===== config.mk =====
export PLATFORM = sky130hd
export DESIGN_NAME = cbf_ctrl
export DESIGN_NICKNAME = d
export VERILOG_FILES = /design/src/cbf_pkg.sv /design/src/cbf_ctrl.sv
export SDC_FILE = /design/constraint.sdc
export NUM_CORES = 1
export LEC_CHECK = 0
export BUFFER_PORTS_ARGS = -buffer_cell sky130_fd_sc_hd__clkbuf_2
export CORE_ASPECT_RATIO = 1.1
export CORE_MARGIN = 3
export CORE_UTILIZATION = 25
export DETAILED_ROUTE_END_ITERATION = 7
export GPL_TIMING_DRIVEN = 0
export HOLD_SLACK_MARGIN = 0.15
export PLACE_DENSITY_LB_ADDON = 0.15
export SYNTH_ARGS = -nofsm -noshare
export SYNTH_HDL_FRONTEND = slang
export SYNTH_SLANG_ARGS = --single-unit

===== constraint.sdc =====
create_clock -name clk_i -period 3.95 [get_ports clk_i]
set_clock_uncertainty 0.15 [all_clocks]
set_input_delay 0.79 -clock clk_i [delete_from_list [all_inputs] [get_ports clk_i]]
set_output_delay 0.79 -clock clk_i [all_outputs]
set_load 0.05 [all_outputs]

===== src/cbf_pkg.sv =====
// Package with shared types and datapath command codes for the Bezier flattener.
`timescale 1ns / 1ps
package cbf_pkg;

  typedef logic signed [23:0] coord_t;

  typedef struct packed {
    coord_t start_x;
    coord_t start_y;
    coord_t ctrl1_x;
    coord_t ctrl1_y;
    coord_t ctrl2_x;
    coord_t ctrl2_y;
    coord_t end_x;
    coord_t end_y;
  } in_item_t;

  typedef struct packed {
    coord_t vertex_x;
    coord_t vertex_y;
    logic   run_last;
  } out_item_t;

  typedef enum logic [3:0] {
    OP_NONE,
    OP_LOAD,
    OP_TOL,
    OP_POP,
    OP_MID,
    OP_LEN0,
    OP_LEN1,
    OP_DOT0,
    OP_DOT1,
    OP_TINIT,
    OP_DIV,
    OP_EX,
    OP_EY,
    OP_SQX,
    OP_SQY,
    OP_DECIDE
  } dp_op_e;

  typedef struct packed {
    dp_op_e op;
  } dp_cmd_t;

  typedef struct packed {
    logic need_div;
    logic split;
    logic stack_empty;
  } dp_status_t;

  localparam logic [15:0] TOL_RESET = 16'd115;
  localparam int          DIV_STEPS = 16;

endpackage


===== src/cbf_ctrl.sv =====
// Sequencer that steps the datapath through pop, test, divide when needed and, for leaf pieces, emit.
`timescale 1ns / 1ps
module cbf_ctrl
  import cbf_pkg::*;
(
  input  logic       clk_i,
  input  logic       rst_ni,
  input  logic       in_valid_i,
  output logic       in_ready_o,
  output logic       out_valid_o,
  input  logic       out_ready_i,
  input  dp_status_t status_i,
  output dp_cmd_t    cmd_o
);

  localparam logic [3:0] S_IDLE   = 4'd0;
  localparam logic [3:0] S_TOL    = 4'd1;
  localparam logic [3:0] S_POP    = 4'd2;
  localparam logic [3:0] S_MID    = 4'd3;
  localparam logic [3:0] S_LEN0   = 4'd4;
  localparam logic [3:0] S_LEN1   = 4'd5;
  localparam logic [3:0] S_DOT0   = 4'd6;
  localparam logic [3:0] S_DOT1   = 4'd7;
  localparam logic [3:0] S_TINIT  = 4'd8;
  localparam logic [3:0] S_DIV    = 4'd9;
  localparam logic [3:0] S_EX     = 4'd10;
  localparam logic [3:0] S_EY     = 4'd11;
  localparam logic [3:0] S_SQX    = 4'd12;
  localparam logic [3:0] S_SQY    = 4'd13;
  localparam logic [3:0] S_DECIDE = 4'd14;
  localparam logic [3:0] S_EMIT   = 4'd15;

  localparam int CW = $clog2(DIV_STEPS);

  logic [3:0]    state_q, state_d;
  logic [CW-1:0] cnt_q, cnt_d;

  assign in_ready_o  = (state_q == S_IDLE);
  assign out_valid_o = (state_q == S_EMIT);

  always_comb begin
    state_d   = state_q;
    cnt_d     = cnt_q;
    cmd_o.op  = OP_NONE;
    unique case (state_q)
      S_IDLE: begin
        if (in_valid_i) begin
          cmd_o.op = OP_LOAD;
          state_d  = S_TOL;
        end
      end
      S_TOL: begin
        cmd_o.op = OP_TOL;
        state_d  = S_POP;
      end
      S_POP: begin
        cmd_o.op = OP_POP;
        state_d  = S_MID;
      end
      S_MID: begin
        cmd_o.op = OP_MID;
        state_d  = S_LEN0;
      end
      S_LEN0: begin
        cmd_o.op = OP_LEN0;
        state_d  = S_LEN1;
      end
      S_LEN1: begin
        cmd_o.op = OP_LEN1;
        state_d  = S_DOT0;
      end
      S_DOT0: begin
        cmd_o.op = OP_DOT0;
        state_d  = S_DOT1;
      end
      S_DOT1: begin
        cmd_o.op = OP_DOT1;
        state_d  = S_TINIT;
      end
      S_TINIT: begin
        cmd_o.op = OP_TINIT;
        cnt_d    = '0;
        state_d  = status_i.need_div ? S_DIV : S_EX;
      end
      S_DIV: begin
        cmd_o.op = OP_DIV;
        cnt_d    = cnt_q + 1'b1;
        if (cnt_q == CW'(DIV_STEPS - 1)) begin
          state_d = S_EX;
        end
      end
      S_EX: begin
        cmd_o.op = OP_EX;
        state_d  = S_EY;
      end
      S_EY: begin
        cmd_o.op = OP_EY;
        state_d  = S_SQX;
      end
      S_SQX: begin
        cmd_o.op = OP_SQX;
        state_d  = S_SQY;
      end
      S_SQY: begin
        cmd_o.op = OP_SQY;
        state_d  = S_DECIDE;
      end
      S_DECIDE: begin
        cmd_o.op = OP_DECIDE;
        state_d  = status_i.split ? S_POP : S_EMIT;
      end
      S_EMIT: begin
        if (out_ready_i) begin
          state_d = status_i.stack_empty ? S_IDLE : S_POP;
        end
      end
      default: state_d = S_IDLE;
    endcase
  end

  always_ff @(posedge clk_i or negedge rst_ni) begin
    if (!rst_ni) begin
      state_q <= S_IDLE;
      cnt_q   <= '0;
    end else begin
      state_q <= state_d;
      cnt_q   <= cnt_d;
    end
  end

endmodule


==> flow_metrics.tcl, run 1 <==
set metrics [dict create \
    outcome "finished, final reports clean" \
    critPathArrivalTime_ns 1.71 \
    synth_top_area_share_pct 39.4 \
    grt_overflow 0 \
    rows 16 \
    drtIter0Drc 8 \
    netlist_instances 60 \
    max_freq_mhz 377 \
    r2r_end "cnt_q[3]" \
    syn_avg_cell_area_sq_um 8.47 \
    nFillCells 213 \
    yosys.area.top_type "dfrtp_1" \
    grt_pass1_wl_mm 1.96 \
    root_buffer "clkbuf_4" \
    ys_seq_area_share_pct 39.4 \
    synth_compound_area_share_pct 18.0 \
    clkTransAtPathRegs_ns 0.06 \
    r2r.worst_path.cells 3 \
    vias_per_cell 4.60 \
    crit_start "state_q[1]" \
    setup_viol 0 \
    htreeDepth 1 \
    cts_buffer_depth 2 \
    slowest_delay_ns 0.36 \
    avgRoutedWirePerCell_um 11.0 \
    worstMarginPinSlew_ns 0.463 \
    grt_max_degree 11 \
    grt_antenna_before_repair 0 \
    gr-usage-all-layers_pct 10.3 \
    drive_gt1_share_pct 21.3 \
    synth_warnings 0 \
    cpLargestDelayFamily "buffers and inverters" \
    cp_num_buf_inv 2 \
    hpwlAfterDp_um 868 \
    hp-class "input port to asynchronous set/reset pin" \
    initial_core_util_pct 27.6 \
    hold_buffers 0 \
    post-route-drc-count 0 \
    synth-simple-area-share_pct 30.5 \
    rsz0062_at_grt "no" \
    dr.pass1.iters 4 \
    synthTopCellsByArea "dfrtp_1 39%, nand3_1 5.9%, nand2_1 5.2%, nand2b_1 3.7%, xnor2_1 3.4%" \
    die_w_um 49.0 \
    cp.required_ns 3.01 \
    antenna_left 0 \
    relSlewSlack_pct 69.2 \
    clk_latency_ns 0.25 \
    cts_tree "yes" \
    io_buffer_count 12 \
    grt_pass1_vias 441 \
    synth.cell_area_sq_um 508 \
    cp_cell_sequence "clkbuf_1 > nand3_1 > xnor2_1 > clkbuf_2" \
    crit_type "flop to output port" \
    tns_ns 0 \
    ys_ff_latch 8 \
    finalWirelength_mm 1.12 \
    ctsResizeCount 0 \
    fin_crit_sh_pct 67.2 \
    fin_crit_ns 2.65 \
    synth-xor-area-share_pct 5.17 \
    antenna_cells 0 \
    rr_startpoint "state_q[2]" \
    maxCapViolCount 0 \
    gp_congestion 0.713 \
    hold_viol_final 0 \
    num-nets-final 85 \
    die_y_um 53.3 \
    cp_max_fo 10 \
    slowest_stage "dfrtp_1" \
    synth_top_family_by_area "simple AND/OR/NAND/NOR gates" \
    die_area_sq_um 2610 \
    critPathLaunchType "flop" \
    cts_setup_buffers 0 \
    end_kind "output port" \
    muxShareOfSynthArea_pct 0 \
    clock_sinks 8 \
    syn_nets 68 \
    numCtsBuffers 3 \
    areaGrowthSynthToFinish_pct 22.9 \
    io_pins 13 \
    r2r_slack_ns 2.31 \
    synth-adder-area-share_pct 2.46 \
    core_area_sq_um 1840 \
    synth_cell_type_count 28 \
    vias 469 \
    cp.depth 4 \
    slew_viol_final 0 \
]
[cells in the final DEF (no fill, tap or decap)]
| master | netlist | layout |
|---|---|---|
| a211o_1 | 1 | 1 |
| a211oi_1 | 1 | 1 |
| a21o_1 | 2 | 2 |
| a21oi_1 | 2 | 2 |
| a22o_1 | 1 | 1 |
| a31oi_1 | 1 | 1 |
| and3_1 | 2 | 2 |
| buf_1 | 2 | 2 |
| clkbuf_1 | 2 | 2 |
| clkbuf_2 | 0 | 12 |
| clkbuf_4 | 0 | 3 |
| dfrtp_1 | 8 | 8 |
| ha_1 | 1 | 1 |
| inv_1 | 2 | 2 |
| nand2_1 | 7 | 7 |
| nand2b_1 | 3 | 3 |
| nand3_1 | 6 | 6 |
| nor2_1 | 4 | 4 |
| nor3_1 | 1 | 1 |
| nor3b_1 | 1 | 1 |
| nor4_1 | 2 | 2 |
| o2111a_1 | 1 | 1 |
| o21ai_0 | 2 | 2 |
| o21ai_1 | 1 | 1 |
| o32ai_1 | 1 | 1 |
| or3_1 | 1 | 1 |
| or3b_4 | 1 | 1 |
| or4b_1 | 1 | 1 |
| xnor2_1 | 2 | 2 |
| xor2_1 | 1 | 1 |
[cell families after synthesis]
group,after synthesis
buf+inv,6
xor+xnor,3
flops,8
fa+ha+maj,1
compound gates,13
simple gates,29
[cells in the mapped netlist]
master / count
a211o_1: 1
a211oi_1: 1
a21o_1: 2
a21oi_1: 2
a22o_1: 1
a31oi_1: 1
and3_1: 2
buf_1: 2
clkbuf_1: 2
dfrtp_1: 8
ha_1: 1
inv_1: 2
nand2_1: 7
nand2b_1: 3
nand3_1: 6
nor2_1: 4
nor3_1: 1
nor3b_1: 1
nor4_1: 2
o2111a_1: 1
o21ai_0: 2
o21ai_1: 1
o32ai_1: 1
or3_1: 1
or3b_4: 1
or4b_1: 1
xnor2_1: 2
xor2_1: 1
[flip-flops by register name, indices dropped and copies added, names as in the netlist]
| register | cells |
|---|---|
| cnt_q | 4 |
| state_q | 4 |
[routing by layer]
| metal | routed length (um) | up-vias | GRT usage, % | share of wire [%] |
|---|---|---|---|---|
| li1 | - | 245 | - | - |
| met1 | 554 | 211 | 13.8 | 50 |
| met2 | 507 | 13 | 14.7 | 45 |
| met3 | 56 | 0 | 2.82 | 5.0 |
| met4 | 0 | 0 | 5.69 | 0 |
| met5 | 0 | - | 0 | 0 |
[layout make-up]
class                           count  area (sq um)  area share (%)
Multi-Input combinational cell     46           285            45.7
Sequential cell                     8           200            32.1
Timing Repair Buffer               12          60.1            9.62
Tap cell                           27          33.8            5.41
Clock buffer                        3          22.5            3.61
Buffer                              4          15.0            2.40
Inverter                            2          7.51            1.20
[how the worst max path moves through the flow]
stage | endpoint | slack [ns]
floorplan | in_ready_o | 0.85
global placement | cmd_o[3] | 1.49
detailed placement | cmd_o[2] | 1.56
CTS | cmd_o[3] | 1.27
global route | cmd_o[3] | 1.13
finish | cmd_o[3] | 1.30
[metrics by stage]
stage | util (%) | instances | cell area [sq um] | setup slack, ns | hold WS (ns)
2_1_floorplan | - | 60 | 508 | 0.855 | 0.313
6_report | 33.9 | 102 | 624 | 1.30 | 0.226
3_5_place_dp | 32.7 | 99 | 602 | 1.56 | 0.347
5_1_grt | 33.9 | 102 | 624 | 1.13 | 0.237
4_1_cts | 33.9 | 102 | 624 | 1.27 | 0.228
3_3_place_gp | 32.7 | 99 | 602 | 1.49 | 0.346
[worst reg2reg max path: cells and delay by family, from the launching register on]
kind             cells  cell delay [ns]
DFF                  1             0.42
and+or+nand+nor      3             1.02
Power of run 1 is left out: the tool's default activity adds up to more than one toggle a clock period on the data nets, which glitch-free logic cannot reach.
==> inputs of run 2 (changes only) <==
clock period = 2.4 ns   (was 3.95 ns; I/O delays follow)
==> run 2 against run 1 <==
  * Count of clock-buffer cells in the layout stayed put
  * Flip-flop and latch count stayed put
  * Cell count stayed put
  * Die area stayed put
  * Wire length is 2.1% higher
  * Via count is 1.7% higher
  * Hold slack better by 0.13 ns
  * Setup slack worse by 1.1 ns
==> flow_metrics.tcl, run 2 (synthesis gave the netlist of run 1 again) <==
set metrics [dict create \
    clk_latency_ns 0.25 \
    numCtsBuffers 3 \
    slowest_delay_ns 0.57 \
    hp-start "cnt_q[1]" \
    setup_viol 0 \
    clkTransAtPathRegs_ns 0.05 \
    htreeDepth 1 \
    dr.pass1.iters 4 \
    rsz0062_at_grt "no" \
    relSlewSlack_pct 69.8 \
    drive_gt1_share_pct 24.0 \
    core_area_sq_um 1840 \
    vias 477 \
    maxCapViolCount 0 \
    nFillCells 222 \
    gr-usage-all-layers_pct 10.5 \
    largestRegisters "cnt_q x4, state_q x4" \
    r2r_end "cnt_q[3]" \
    whs_endpoint "cnt_q[1]" \
    areaGrowthSynthToFinish_pct 25.6 \
    antenna_cells 0 \
    outcome "finished, final reports clean" \
    max_freq_mhz 448 \
    crit_type "flop to output port" \
    worstHoldPathCells 2 \
    fin_crit_sh_pct 93.0 \
    fin_crit_ns 2.23 \
    rows 16 \
    busiest_layer "met2" \
    cp_cell_sequence "nand3_1 > xnor2_1 > clkbuf_2" \
    hold_viol_final 0 \
    grt_max_degree 13 \
    layout_common_cells "13 x clkbuf_2, 8 x dfrtp_1, 7 x nand2_1, 6 x nand3_1, 4 x nor2_1" \
    cts_setup_buffers 0 \
    root_buffer "clkbuf_4" \
    cts_buffer_depth 2 \
    slew_viol_final 0 \
    grt_overflow 0 \
    rr_startpoint "state_q[1]" \
    avgRoutedWirePerCell_um 11.2 \
    cp.required_ns 1.77 \
    use_met3_pct 1.69 \
    gp_congestion 0.731 \
    gr-usage-met2_pct 16.3 \
    critPathLaunchType "flop" \
    critPathArrivalTime_ns 1.60 \
    io_pins 13 \
    pre_cts_ws_ns 0.245 \
    die_w_um 49.0 \
    grt_antenna_before_repair 0 \
    die_area_sq_um 2610 \
    r2r_slack_ns 0.59 \
    hp-class "flop to flop" \
    die_y_um 53.3 \
    worstMarginPinSlew_ns 0.453 \
    cts_tree "yes" \
    post-route-drc-count 0 \
    initial_core_util_pct 27.6 \
    antenna_left 0 \
    crit_start "state_q[1]" \
    layout_commonest_cell "clkbuf_2" \
    grt_pass1_wl_mm 2.00 \
    end_kind "output port" \
    num-nets-final 85 \
    vias_per_cell 4.68 \
    finalWirelength_mm 1.14 \
    cp_max_fo 12 \
    hpwlAfterDp_um 840 \
    grt_pass1_vias 473 \
    drtIter0Drc 3 \
    tns_ns 0 \
    io_buffer_count 12 \
    slowest_stage "dfrtp_1" \
    worst_slack_ns 0.169 \
    clock_sinks 8 \
    use_met1_pct 12.3 \
    r2r.worst_path.cells 3 \
]
## run 2: cell types whose count changed in the layout (fill, tap and decap cells not counted)
cell           before  now
buf_1               2    1
clkbuf_1            2    1
clkbuf_2           12   13
dlygate4sd3_1       0    1
nor4_1              2    1
nor4_2              0    1
## run 2: final cells by class
cell class	instances	area [sq um]	area share (%)
plain buffers	3	12.5	1.96
flip-flops and latches	8	200	31.4
clock buffers	3	22.5	3.53
well taps	27	33.8	5.29
multi-input cells	46	292	45.7
repair buffers	13	70.1	11.0
inverters	2	7.51	1.18
## run 2: worst max-delay path, delay by kind of cell (launching register included)
| family | cells | cell delay, ns |
|---|---|---|
| simple gates | 1 | 0.28 |
| buf+inv | 1 | 0.30 |
| xor+xnor | 1 | 0.20 |
| flops | 1 | 0.57 |
## run 2: metrics by stage
stage	area, sq um	instances	util (%)	hold slack (ns)
final	638	102	34.6	0.353
after global routing	638	102	34.6	0.406
after CTS	637	102	34.6	0.364
after detailed placement	608	99	33.0	0.191
after global placement	608	99	33.0	0.192
after floorplan	514	60	-	0.0344
## run 2: how the worst max path moves through the flow
stage                     slack, ns       end
final                          0.17  cmd_o[3]
after global routing           0.05  cmd_o[3]
after CTS                      0.01  cmd_o[2]
after detailed placement       0.24  cmd_o[3]
after global placement         0.25  cmd_o[3]
after floorplan                0.05  cmd_o[3]
## run 2: timing repair
item,in CTS,in global routing
endpoints found under the hold margin,8,0
resized for setup,0,1
hold buffers,1,0
cloned,0,0
setup endpoints to repair,1,1
## run 2: layer usage
metal	share of wire, %	wire (um)
met2	47	535
met4	1.5	17
met1	47	539
met3	4.5	51
met5	0	0
Power of run 2 is left out for the same reason.
==> inputs of run 3 (changes only) <==
==> constraint.sdc (replaced) <==
create_clock -name clk_i -period 2.4 [get_ports clk_i]
set_clock_uncertainty 0.15 [all_clocks]
set_input_delay 0.24 -clock clk_i [delete_from_list [all_inputs] [get_ports clk_i]]
set_output_delay 0.24 -clock clk_i [all_outputs]
set_load 0.05 [all_outputs]
==> run 3 against run 2 <==
  * Sequential share of layout area decreased by 0.12 points
  * Wire length stayed put
  * Flip-flop and latch count stayed put
  * Hold slack got worse by 0.17 ns
  * Cell area increased by 0.39%
  * Non-clock buffer count increased by 1
  * First-iteration DRC count unchanged
  * Setup slack improved by 0.066 ns
  * Register-to-register slack gained 0.18 ns
  * Critical path depth rose by 1
  * Utilization is 0.14 points higher
  * Critical path type unchanged
==> flow_metrics.tcl, run 3 (synthesis gave the netlist of run 1 again) <==
set metrics [dict create \
    outcome "finished, final reports clean" \
    layoutNonFillerInstCount 103 \
    rsz0062_at_grt "no" \
    hold_viol_final 0 \
    r2r.worst_path.cells 4 \
    critPathArrivalTime_ns 1.78 \
    clk_latency_ns 0.25 \
    fin_worst_hold_slack_ns 0.187 \
    areaGrowthSynthToFinish_pct 26.1 \
    largestRegisters "cnt_q x4, state_q x4" \
    io_buffer_count 12 \
    gr-usage-all-layers_pct 10.5 \
    relSlewSlack_pct 66.4 \
    cpLargestDelayFamily "buffers and inverters" \
    worstMarginPinSlew_ns 0.504 \
    fin_crit_sh_pct 90.2 \
    slew_viol_final 0 \
    core_area_sq_um 1840 \
    crit_end "cmd_o[3]" \
    setup_viol 0 \
    layout_commonest_cell "clkbuf_2" \
    dr.pass1.iters 4 \
    crit_type "flop to output port" \
    r2r_slack_ns 0.77 \
    gp_congestion 0.731 \
    rr_startpoint "state_q[2]" \
    max_freq_mhz 462 \
    critPathLaunchType "flop" \
    cp.required_ns 2.01 \
    layout_common_cells "12 x clkbuf_2, 8 x dfrtp_1, 7 x nand2_1, 6 x nand3_1, 4 x nor2_1" \
    vias 476 \
    antenna_left 0 \
    cp_max_fo 10 \
    slowest_delay_ns 0.37 \
    end_kind "output port" \
    grt_pass1_vias 474 \
    nFillCells 220 \
    numCtsBuffers 3 \
    worstHoldPathCells 3 \
    vias_per_cell 4.62 \
    cp_num_buf_inv 2 \
    hpwlAfterDp_um 840 \
    drive_gt1_share_pct 22.4 \
    fin_crit_ns 2.17 \
    r2r_end "state_q[0]" \
    rows 16 \
    cts_tree "yes" \
    clock_sinks 8 \
    num-nets-final 86 \
    antenna_cells 0 \
    tns_ns 0 \
    die_area_sq_um 2610 \
    crit_start "state_q[1]" \
    maxCapViolCount 0 \
    cp_cell_sequence "clkbuf_1 > nand3_1 > xnor2_1 > clkbuf_2" \
    hp-start "out_ready_i" \
    drtIter0Drc 3 \
    slowest_stage "clkbuf_1" \
    clkTransAtPathRegs_ns 0.05 \
    postLayoutCellArea_sq_um 641 \
    root_buffer "clkbuf_4" \
    htreeDepth 1 \
    cts_buffer_depth 2 \
    cp.depth 4 \
    grt_overflow 0 \
    initial_core_util_pct 27.6 \
    die_y_um 53.3 \
    post_dp_cell_area_sq_um 608 \
    die_w_um 49.0 \
    grt_max_degree 11 \
    post-route-drc-count 0 \
    io_pins 13 \
    dpl.cell_count 99 \
    grt_antenna_before_repair 0 \
    finalWirelength_mm 1.14 \
    avgRoutedWirePerCell_um 11.1 \
    grt_pass1_wl_mm 2.00 \
    hp-class "input port to flop" \
]
run 3: worst min path at each step:
stage	endpoint
3_5_place_dp	cnt_q[3]
6_report	state_q[1]
5_1_grt	state_q[1]
2_1_floorplan	cnt_q[0]
3_3_place_gp	cnt_q[3]
4_1_cts	state_q[1]
run 3: cell type report:
cell class / count / area [sq um] / area share, %
tap: 27 / 33.8 / 5.27
sequential: 8 / 200 / 31.3
inverter: 2 / 7.51 / 1.17
buffer: 4 / 15.0 / 2.34
clock buffer: 3 / 22.5 / 3.52
timing repair buffer: 13 / 70.1 / 10.9
multi-input combinational: 46 / 292 / 45.5
run 3: worst min-delay path, cell delays in order:
cell,delay (ns)
clkbuf_2,0.07
nand2b_1,0.13
o32ai_1,0.10
run 3: repair_timing:
item,CTS,global route
buffers inserted,0,0
hold endpoints to repair,8,0
endpoints found under the setup margin,0,0
gates resized for setup,0,0
hold buffers,1,0
run 3: metrics by stage:
step / util, % / worst slack [ns]
after floorplan: - / 0.291
after global placement: 33.0 / 0.486
after detailed placement: 33.0 / 0.485
after CTS: 34.8 / 0.198
after global routing: 34.8 / 0.0954
final: 34.8 / 0.235
run 3: per-layer routing:
metal	global-route usage (%)	vias to the layer above	routed length (um)
li1	-	251	-
met3	1.69	2	56
met1	12.3	210	526
met5	0	-	0
met4	9.95	0	17
met2	16.3	13	542
Power of run 3 is left out for the same reason.
